## src/sv/ddm_pkg.sv

```systemverilog
`timescale 1ns / 1ps
`default_nettype none

package ddm_pkg;

  localparam int CHAN_W    = 12;
  localparam int SPEED_W   = 8;
  localparam int LEN_W     = 5;
  localparam int LEN_MAX   = (1 << LEN_W) - 1;
  localparam int CFG_IDX_W = 3;
  localparam int MODE_W    = 2;

  typedef logic [CHAN_W-1:0] chan_t;

  localparam logic [MODE_W-1:0] CMD_MOVE    = 2'd0;
  localparam logic [MODE_W-1:0] CMD_STOP    = 2'd1;
  localparam logic [MODE_W-1:0] CMD_REVERSE = 2'd2;

  localparam logic [CFG_IDX_W-1:0] REG_SIGNAL_MIN     = 3'd0;
  localparam logic [CFG_IDX_W-1:0] REG_SIGNAL_MID     = 3'd1;
  localparam logic [CFG_IDX_W-1:0] REG_SIGNAL_MAX     = 3'd2;
  localparam logic [CFG_IDX_W-1:0] REG_DEADBAND       = 3'd3;
  localparam logic [CFG_IDX_W-1:0] REG_MODE_SETTING   = 3'd4;
  localparam logic [CFG_IDX_W-1:0] REG_HISTORY_LENGTH = 3'd5;

  localparam chan_t RST_SIGNAL_MIN   = 12'd1000;
  localparam chan_t RST_SIGNAL_MID   = 12'd1500;
  localparam chan_t RST_SIGNAL_MAX   = 12'd2000;
  localparam chan_t RST_DEADBAND     = 12'd20;
  localparam chan_t RST_MODE_SETTING = 12'd1500;
  localparam logic [LEN_W-1:0] RST_HISTORY_LENGTH = 5'd0;

  typedef struct packed {
    chan_t             signal_min;
    chan_t             signal_mid;
    chan_t             signal_max;
    chan_t             deadband;
    chan_t             mode_setting;
    logic [LEN_W-1:0]  history_length;
  } cfg_t;

endpackage

`default_nettype wire

```

## src/sv/ddm_ram.sv

```systemverilog
`timescale 1ns / 1ps
`default_nettype none

module ddm_ram #(
  parameter int WIDTH = 18,
  parameter int DEPTH = 16,
  localparam int AW = (DEPTH > 1) ? $clog2(DEPTH) : 1
) (
  input  wire logic             clk,
  input  wire logic             we,
  input  wire logic [AW-1:0]    waddr,
  input  wire logic [WIDTH-1:0] wdata,
  input  wire logic [AW-1:0]    raddr,
  output logic      [WIDTH-1:0] rdata
);

  logic [WIDTH-1:0] mem [DEPTH];

  always_ff @(posedge clk) begin
    if (we) begin
      mem[waddr] <= wdata;
    end
    rdata <= mem[raddr];
  end

endmodule

`default_nettype wire

```

## src/sv/ddm_div.sv

```systemverilog
`timescale 1ns / 1ps
`default_nettype none

module ddm_div #(
  parameter int DW = 20,
  parameter int VW = 12
) (
  input  wire logic          clk,
  input  wire logic          rst,
  input  wire logic          start,
  input  wire logic [DW-1:0] dividend,
  input  wire logic [VW-1:0] divisor,
  output logic               done,
  output logic      [DW-1:0] quotient,
  output logic      [VW-1:0] remainder
);

  localparam int CW = $clog2(DW + 1);

  logic [CW-1:0] cnt;
  logic [VW-1:0] dvs;
  logic [VW:0]   rem_shift;
  logic [VW:0]   diff;
  logic          fits;

  assign rem_shift = {remainder, quotient[DW-1]};
  assign diff      = rem_shift - {1'b0, dvs};
  assign fits      = rem_shift >= {1'b0, dvs};

  always_ff @(posedge clk) begin
    if (rst) begin
      cnt  <= '0;
      done <= 1'b0;
    end else begin
      done <= 1'b0;
      if (start) begin
        quotient  <= dividend;
        remainder <= '0;
        dvs       <= divisor;
        cnt       <= CW'(DW);
      end else if (cnt != '0) begin
        quotient  <= {quotient[DW-2:0], fits};
        remainder <= fits ? diff[VW-1:0] : rem_shift[VW-1:0];
        cnt       <= cnt - 1'b1;
        if (cnt == CW'(1)) begin
          done <= 1'b1;
        end
      end
    end
  end

endmodule

`default_nettype wire

```

## src/sv/ddm_cfg.sv

```systemverilog
`timescale 1ns / 1ps
`default_nettype none

module ddm_cfg (
  input  wire logic                          clk,
  input  wire logic                          rst,
  input  wire logic                          cfg_valid,
  input  wire logic [ddm_pkg::CFG_IDX_W-1:0] cfg_index,
  input  wire logic [ddm_pkg::CHAN_W-1:0]    cfg_data,
  output logic                               cfg_ready,
  output ddm_pkg::cfg_t                      cfg
);

  import ddm_pkg::*;

  assign cfg_ready = 1'b1;

  always_ff @(posedge clk) begin
    if (rst) begin
      cfg.signal_min     <= RST_SIGNAL_MIN;
      cfg.signal_mid     <= RST_SIGNAL_MID;
      cfg.signal_max     <= RST_SIGNAL_MAX;
      cfg.deadband       <= RST_DEADBAND;
      cfg.mode_setting   <= RST_MODE_SETTING;
      cfg.history_length <= RST_HISTORY_LENGTH;
    end else if (cfg_valid && cfg_ready) begin
      case (cfg_index)
        REG_SIGNAL_MIN:     cfg.signal_min     <= cfg_data;
        REG_SIGNAL_MID:     cfg.signal_mid     <= cfg_data;
        REG_SIGNAL_MAX:     cfg.signal_max     <= cfg_data;
        REG_DEADBAND:       cfg.deadband       <= cfg_data;
        REG_MODE_SETTING:   cfg.mode_setting   <= cfg_data;
        REG_HISTORY_LENGTH: cfg.history_length <= cfg_data[LEN_W-1:0];
        default: ;
      endcase
    end
  end

endmodule

`default_nettype wire

```

## src/sv/differential_drive_mixer_core.sv

```systemverilog
// Differential drive mixer: turns throttle and steering channel values into
// left and right PWM levels with direction bits.
// Item channel (item_valid/item_stall) carries mode, throttle and steering.
// Result channel (result_valid/result_stall) carries the two speeds and two
// direction bits; commands that are ignored produce no result transfer.
// Configuration writes arrive on cfg_valid/cfg_ready with cfg_index and
// cfg_data; cfg_ready is always high and writes belong to idle periods.
// One item is worked on at a time; item_stall is high while it is in flight.
// Move and stop run the throttle scale division, and in soft mode also the
// steering one, on one restoring divider, one quotient bit per cycle; that
// divider first reduces the ring pointer when the history length was
// shortened to or below it. Reverse steps the pointer back and loads that
// entry. The next item is taken the cycle after a result loads.
// A finished result waits in the output register; while the receiver stalls
// the next item is still taken, and it holds in its last step until the
// register frees. Reset restores the register defaults, empties the history
// (entries read as zero until written) and clears the ring pointer.
`timescale 1ns / 1ps
`default_nettype none

module differential_drive_mixer_core #(
  parameter int HISTORY_DEPTH = 16,
  parameter int PWM_MAX       = 255
) (
  input  wire logic                          clk,
  input  wire logic                          rst,
  input  wire logic                          item_valid,
  output logic                               item_stall,
  input  wire logic [ddm_pkg::MODE_W-1:0]    mode,
  input  wire logic [ddm_pkg::CHAN_W-1:0]    throttle,
  input  wire logic [ddm_pkg::CHAN_W-1:0]    steering,
  output logic                               result_valid,
  input  wire logic                          result_stall,
  output logic      [ddm_pkg::SPEED_W-1:0]   left_speed,
  output logic      [ddm_pkg::SPEED_W-1:0]   right_speed,
  output logic                               left_forward,
  output logic                               right_forward,
  input  wire logic                          cfg_valid,
  output logic                               cfg_ready,
  input  wire logic [ddm_pkg::CFG_IDX_W-1:0] cfg_index,
  input  wire logic [ddm_pkg::CHAN_W-1:0]    cfg_data
);

  import ddm_pkg::*;

  localparam int SW      = (PWM_MAX > 1) ? $clog2(PWM_MAX + 1) : 1;
  localparam int PROD_W  = CHAN_W + SW;
  localparam int PW      = (HISTORY_DEPTH > 1) ? $clog2(HISTORY_DEPTH) : 1;
  localparam int ENTRY_W = 2 * SW + 2;
  localparam logic [LEN_W-1:0] LEN_CAP =
    LEN_W'((HISTORY_DEPTH < LEN_MAX) ? HISTORY_DEPTH : LEN_MAX);

  typedef enum logic [3:0] {
    S_IDLE, S_PREP, S_MOD, S_REV_STEP, S_REV_READ, S_REV_LOAD,
    S_MUL_Y, S_DIV_Y_GO, S_DIV_Y, S_MUL_X, S_DIV_X_GO, S_DIV_X, S_MIX
  } state_t;

  state_t state;
  cfg_t   cfg;

  logic              cmd_rev;
  chan_t             y, x;
  logic [PW-1:0]     ptr, p;
  logic [PROD_W-1:0] prod;
  logic [SW-1:0]     fy, trimmed;
  logic [HISTORY_DEPTH-1:0] ring_valid;
  logic              rd_valid;

  logic [LEN_W-1:0]   len;
  chan_t              ptr_ext, len_ext, p_inc;
  logic [PW-1:0]      ptr_adv, p_dec;
  logic               in_range, need_mod, d_pos, soft_mode, out_free, res_load;
  chan_t              d, dy, dx, abs_y, abs_x;
  logic               live_y, live_x, steer_right, fwd;
  logic [SW-1:0]      fy_sat, trim_val, ls, rs;
  logic               lf, rf, nonzero, ram_we;
  logic               div_start, div_done;
  logic [PROD_W-1:0]  div_dividend, div_quo;
  chan_t              div_divisor, div_rem;
  logic [ENTRY_W-1:0] wr_entry, rd_data, rd_entry;

  ddm_cfg u_cfg (
    .clk       (clk),
    .rst       (rst),
    .cfg_valid (cfg_valid),
    .cfg_index (cfg_index),
    .cfg_data  (cfg_data),
    .cfg_ready (cfg_ready),
    .cfg       (cfg)
  );

  ddm_div #(.DW(PROD_W), .VW(CHAN_W)) u_div (
    .clk       (clk),
    .rst       (rst),
    .start     (div_start),
    .dividend  (div_dividend),
    .divisor   (div_divisor),
    .done      (div_done),
    .quotient  (div_quo),
    .remainder (div_rem)
  );

  ddm_ram #(.WIDTH(ENTRY_W), .DEPTH(HISTORY_DEPTH)) u_ring (
    .clk   (clk),
    .we    (ram_we),
    .waddr (p),
    .wdata (wr_entry),
    .raddr (p),
    .rdata (rd_data)
  );

  assign item_stall = (state != S_IDLE);
  assign out_free   = !result_valid || !result_stall;
  assign res_load   = out_free && ((state == S_MIX) || (state == S_REV_LOAD));

  // pointer arithmetic
  assign len     = (cfg.history_length > LEN_CAP) ? LEN_CAP : cfg.history_length;
  assign ptr_ext = CHAN_W'(ptr);
  assign len_ext = CHAN_W'(len);
  assign p_inc   = CHAN_W'(p) + 1'b1;
  assign ptr_adv = (p_inc == len_ext) ? '0 : PW'(p_inc);
  assign p_dec   = (p == '0) ? PW'(len - 1'b1) : PW'(p - 1'b1);
  assign need_mod = (len != '0) && (ptr_ext >= len_ext);

  assign in_range = (y >= cfg.signal_min) && (x >= cfg.signal_min) &&
                    (y <= cfg.signal_max) && (x <= cfg.signal_max);

  // channel shaping
  assign d_pos  = cfg.signal_mid > cfg.signal_min;
  assign d      = cfg.signal_mid - cfg.signal_min;
  assign dy     = (y > cfg.signal_mid) ? y - cfg.signal_mid : cfg.signal_mid - y;
  assign dx     = (x > cfg.signal_mid) ? x - cfg.signal_mid : cfg.signal_mid - x;
  assign live_y = dy >= cfg.deadband;
  assign live_x = dx >= cfg.deadband;
  assign abs_y  = live_y ? dy : '0;
  assign abs_x  = live_x ? dx : '0;
  assign steer_right = live_x && (x > cfg.signal_mid);
  assign fwd    = live_y && (y > cfg.signal_mid);
  assign soft_mode = cfg.mode_setting == cfg.signal_mid;

  assign fy_sat   = (div_quo > PROD_W'(PWM_MAX)) ? SW'(PWM_MAX) : SW'(div_quo);
  assign trim_val = (div_quo >= PROD_W'(fy)) ? '0 : fy - SW'(div_quo);

  always_comb begin
    ls = fy;
    rs = fy;
    lf = fwd;
    rf = fwd;
    if (soft_mode) begin
      if (steer_right) begin
        rs = trimmed;
      end else begin
        ls = trimmed;
      end
    end else if (abs_x > cfg.deadband) begin
      lf = steer_right;
      rf = !steer_right;
    end
  end

  assign nonzero  = (ls != '0) || (rs != '0);
  assign wr_entry = {ls, rs, lf, rf};
  assign ram_we   = (state == S_MIX) && out_free && (len != '0) && nonzero;
  assign rd_entry = rd_valid ? rd_data : '0;

  // shared divider operand selection
  assign div_start    = ((state == S_PREP) && need_mod) ||
                        (state == S_DIV_Y_GO) || (state == S_DIV_X_GO);
  assign div_dividend = (state == S_PREP) ? PROD_W'(ptr) : prod;
  assign div_divisor  = (state == S_PREP) ? len_ext : d;

  always_ff @(posedge clk) begin
    if (rst) begin
      state        <= S_IDLE;
      result_valid <= 1'b0;
      ptr          <= '0;
      ring_valid   <= '0;
    end else begin
      rd_valid <= ring_valid[p];
      if (res_load) begin
        result_valid <= 1'b1;
      end else if (!result_stall) begin
        result_valid <= 1'b0;
      end
      case (state)
        S_IDLE: begin
          if (item_valid) begin
            cmd_rev <= (mode == CMD_REVERSE);
            case (mode)
              CMD_MOVE, CMD_REVERSE: begin
                y     <= throttle;
                x     <= steering;
                state <= S_PREP;
              end
              CMD_STOP: begin
                y     <= cfg.signal_mid;
                x     <= cfg.signal_mid;
                state <= S_PREP;
              end
              default: ;
            endcase
          end
        end
        S_PREP: begin
          if (cmd_rev && (len == '0)) begin
            state <= S_IDLE;
          end else if (!cmd_rev && !in_range) begin
            state <= S_IDLE;
          end else if (need_mod) begin
            state <= S_MOD;
          end else begin
            p     <= ptr;
            state <= cmd_rev ? S_REV_STEP : S_MUL_Y;
          end
        end
        S_MOD: begin
          if (div_done) begin
            p     <= PW'(div_rem);
            state <= cmd_rev ? S_REV_STEP : S_MUL_Y;
          end
        end
        S_REV_STEP: begin
          p     <= p_dec;
          ptr   <= p_dec;
          state <= S_REV_READ;
        end
        S_REV_READ: begin
          state <= S_REV_LOAD;
        end
        S_REV_LOAD: begin
          if (out_free) begin
            left_speed    <= SPEED_W'(rd_entry[ENTRY_W-1:SW+2]);
            right_speed   <= SPEED_W'(rd_entry[SW+1:2]);
            left_forward  <= !rd_entry[1];
            right_forward <= !rd_entry[0];
            state         <= S_IDLE;
          end
        end
        S_MUL_Y: begin
          if (!d_pos) begin
            fy      <= '0;
            trimmed <= '0;
            state   <= S_MIX;
          end else begin
            prod  <= PROD_W'(abs_y) * PROD_W'(PWM_MAX);
            state <= S_DIV_Y_GO;
          end
        end
        S_DIV_Y_GO: begin
          state <= S_DIV_Y;
        end
        S_DIV_Y: begin
          if (div_done) begin
            fy    <= fy_sat;
            state <= soft_mode ? S_MUL_X : S_MIX;
          end
        end
        S_MUL_X: begin
          prod  <= PROD_W'(abs_x) * PROD_W'(fy);
          state <= S_DIV_X_GO;
        end
        S_DIV_X_GO: begin
          state <= S_DIV_X;
        end
        S_DIV_X: begin
          if (div_done) begin
            trimmed <= trim_val;
            state   <= S_MIX;
          end
        end
        S_MIX: begin
          if (out_free) begin
            left_speed    <= SPEED_W'(ls);
            right_speed   <= SPEED_W'(rs);
            left_forward  <= lf;
            right_forward <= rf;
            if (ram_we) begin
              ring_valid[p] <= 1'b1;
              ptr           <= ptr_adv;
            end
            state <= S_IDLE;
          end
        end
        default: state <= S_IDLE;
      endcase
    end
  end

endmodule

`default_nettype wire
```

## config.mk

```make
export PLATFORM = sky130hd
export DESIGN_NAME = differential_drive_mixer_core
export DESIGN_NICKNAME = d
export VERILOG_FILES = /design/src/sv/ddm_pkg.sv /design/src/sv/ddm_ram.sv /design/src/sv/ddm_div.sv /design/src/sv/ddm_cfg.sv /design/src/sv/differential_drive_mixer_core.sv
export SDC_FILE = /design/constraint.sdc
export NUM_CORES = 1
export LEC_CHECK = 0
export ABC_CLOCK_PERIOD_IN_PS = 28700
export BUFFER_PORTS_ARGS = -buffer_cell sky130_fd_sc_hd__buf_2
export CAP_MARGIN = 10
export CORE_MARGIN = 2
export CORE_UTILIZATION = 55
export DETAILED_ROUTE_END_ITERATION = 12
export GPL_ROUTABILITY_DRIVEN = 0
export PLACE_DENSITY_LB_ADDON = 0.12
export SLEW_MARGIN = 10
export SYNTH_ARGS = -nofsm -noshare
export SYNTH_HDL_FRONTEND = slang
export SYNTH_SLANG_ARGS = --single-unit
```

## constraint.sdc

```tcl
create_clock -name clk -period 28.7 [get_ports clk]
set_clock_uncertainty 0.15 [all_clocks]
set_input_delay 5.74 -clock clk [delete_from_list [all_inputs] [get_ports clk]]
set_output_delay 5.74 -clock clk [all_outputs]
set_load 0.005 [all_outputs]
```

==> qor.yml <==
status: "completed"
cp-start-kind: "flop"
vias: 22300
ys_async_sr_fraction: 0
worst-setup-path-type: "reg -> reg"
synth_nets: 3267
comb_power_share: 0.615
globalRouteOverflowTotal: 0
post_cts_buffers: 0
busiest_layer: "met2"
ys.flop_type: "edfxtp_1"
via_per_inst: 5.99
firstDrtPassIters: 5
relSlewSlack: 0.121
p_int_mw: 2.54
dieArea_um2: 60700
clkLatencyLatePin_ns: 0.65
cp_num_buf_inv: 6
cpMaxStageDelayCell: "xnor2_1"
yosys.area.top_type: "edfxtp_1"
period_share: 0.385
seq_power_share: 0.225
power.switching_mw: 2.02
synth.most_common_cell: "edfxtp_1"
synth_top_cells_by_count: "416 x edfxtp_1, 328 x nand2_1, 314 x inv_1"
antenna_left: 0
drive_gt1_frac: 0.117
grtUsageMet2: 0.482
drt_iter0_drc: 1813
port_buffers: 65
core_um2: 57900
synth_area_leaders: "edfxtp_1 39%, ha_1 10%, fa_1 7.1%, dfxtp_1 7.1%, mux4_2 6.6%"
p_leak_nw: 14.4
yosysTopAreaCellShare: 0.387
post_drt_wl_per_cell_um: 22.0
grt_max_degree: 73
fin_crit_ns: 11.05
clockBufferDepth: 3
ys_ff_latch: 530
diodes: 0
synth.cell_area_um2: 32300
synth_cell_types: 84
power.density_nw_per_um2: 128
rows: 88
dieHeight_um: 246
fmax_mhz: 90.5
crit_arrival_ns: 11.25
grt_first_pass_wirelength_um: 128000
p_sw_frac: 0.442
required_ns: 28.90
ir_drop_v: 0.000286
worst_slew_pin_slew_ns: 1.31
dp_hpwl_um: 58900
cts.sinks: 530
hold_violations: 0
cap_violations: 0
crit_family: "adder cells"
clk_pin_slew_ns: 0.06
start_util: 0.558
cts_buffers: 56
grt_antenna_before_repair: 0
fin_util: 0.613
cts.htree.levels: 2
drc: 0
use_met1: 0.355
hold_buffers: 0
cpPeakStageDelay_ns: 0.71
fp.dieW_um: 246
hold_path_class: "reg -> reg"
finalSetupViolCount: 0
p_clk_frac: 0.160
syn_inst: 2846
layout.nets: 3328
grt.met3_usage: 0.0382
grt_pass1_vias: 22500
ys_warn_count: 0
cts_resized: 0
routed_wl_um: 82000
ios: 67
grt_use_total: 0.276
seq_area_frac_synth: 0.457
syn_area_per_cell_um2: 11.3
end_kind: "flop"
setup_tns_ns: 0
syn_to_final_growth_pct: 9.94
worst-path-max-fanout: 19
clock-root-buffer: "clkbuf_16"
slew_violations: 0
rsz0062_at_grt: "false"
synth_edf_count: 416
cts_tree: "yes"
## cell usage in the layout, fill, tap and decap left out, types with 31 or more instances in the layout
master     count
a21o_1        38
a21oi_1      128
and2_1        31
and3_1        45
buf_2         65
buf_4         42
clkbuf_16     56
dfxtp_1      114
edfxtp_1     416
fa_1         115
ha_1         260
inv_1        314
mux2i_1       33
mux4_2        95
nand2_1      328
nand2b_1      33
nand3_1       91
nor2_1       130
nor2b_1       33
nor3_1        49
o211ai_1      33
o21ai_0       73
xnor2_1       52
xor2_1        31
## layer usage
metal / wire length [um] / vias to the layer above
li1: - / 10300
met1: 33700 / 11100
met2: 40800 / 746
met3: 4870 / 172
met4: 2540 / 0
met5: 0 / -
## stage by stage
step	hold slack, ns	instance area, um2	total power [mW]	worst slack [ns]	std cells
after floorplan	0.277	32300	3.12	19.24	2846
after global placement	0.290	33600	3.78	18.18	3613
after detailed placement	0.297	33600	3.82	17.86	3613
after CTS	0.305	35500	4.57	17.82	3719
after global routing	0.318	35500	5.00	16.98	3720
final	0.304	35500	4.56	17.65	3720
## area by class of cell
cell class,count,area [um2]
clock inverter,25,280
multi-input combinational,1894,16100
tap,765,957
clock buffer,81,1610
inverter,318,1190
timing repair buffer,107,641
sequential,530,14800
fill,4757,22400
## registers in the layout (all words and copies together), names as in the netlist, 12 cells and up
name	flops
ring_valid	16
prod	20
u_ring.mem	288
u_div.dvs	12
u_cfg.cfg	65
u_ring.rdata	18
x	12
u_div.quotient	20
y	12
u_div.remainder	12
## power groups by stage
| stage | logic [mW] | clock network (mW) | registers (mW) |
|---|---|---|---|
| 2_1_floorplan | 2.09 | 0 | 1.03 |
| 3_3_place_gp | 2.74 | 0 | 1.04 |
| 3_5_place_dp | 2.78 | 0 | 1.04 |
| 4_1_cts | 2.81 | 0.739 | 1.02 |
| 5_1_grt | 3.21 | 0.769 | 1.03 |
| 6_report | 2.81 | 0.730 | 1.02 |
## final timing paths
kind / from / slack (ns) / endpoint / cells past startpoint
setup / recovery: u_cfg.cfg[42] / 17.65 / prod[18] / 33
hold / removal: u_cfg.cfg[27] / 0.30 / u_cfg.cfg[27] / 2
setup reg to reg: u_cfg.cfg[42] / 17.65 / prod[18] / 33
hold reg to reg: u_cfg.cfg[27] / 0.30 / u_cfg.cfg[27] / 2
## cells by family after synthesis
logic type               Yosys count  share of synthesized area
AND/OR/NAND/NOR                  841                      0.123
flip-flops                       530                      0.457
AO/OA/AOI/OAI                    453                     0.0933
buffers and inverters            422                     0.0497
adder cells (fa/ha/maj)          375                      0.172
multiplexers                     140                     0.0808
XOR/XNOR                          84                     0.0234
other                              1                   0.000116
## tightest hold or removal path: stages (launching register included)
cell	delay, ns
dfxtp_1	0.30
nand2_1	0.05
a21oi_1	0.05
Power figures use the tool's default switching activity.
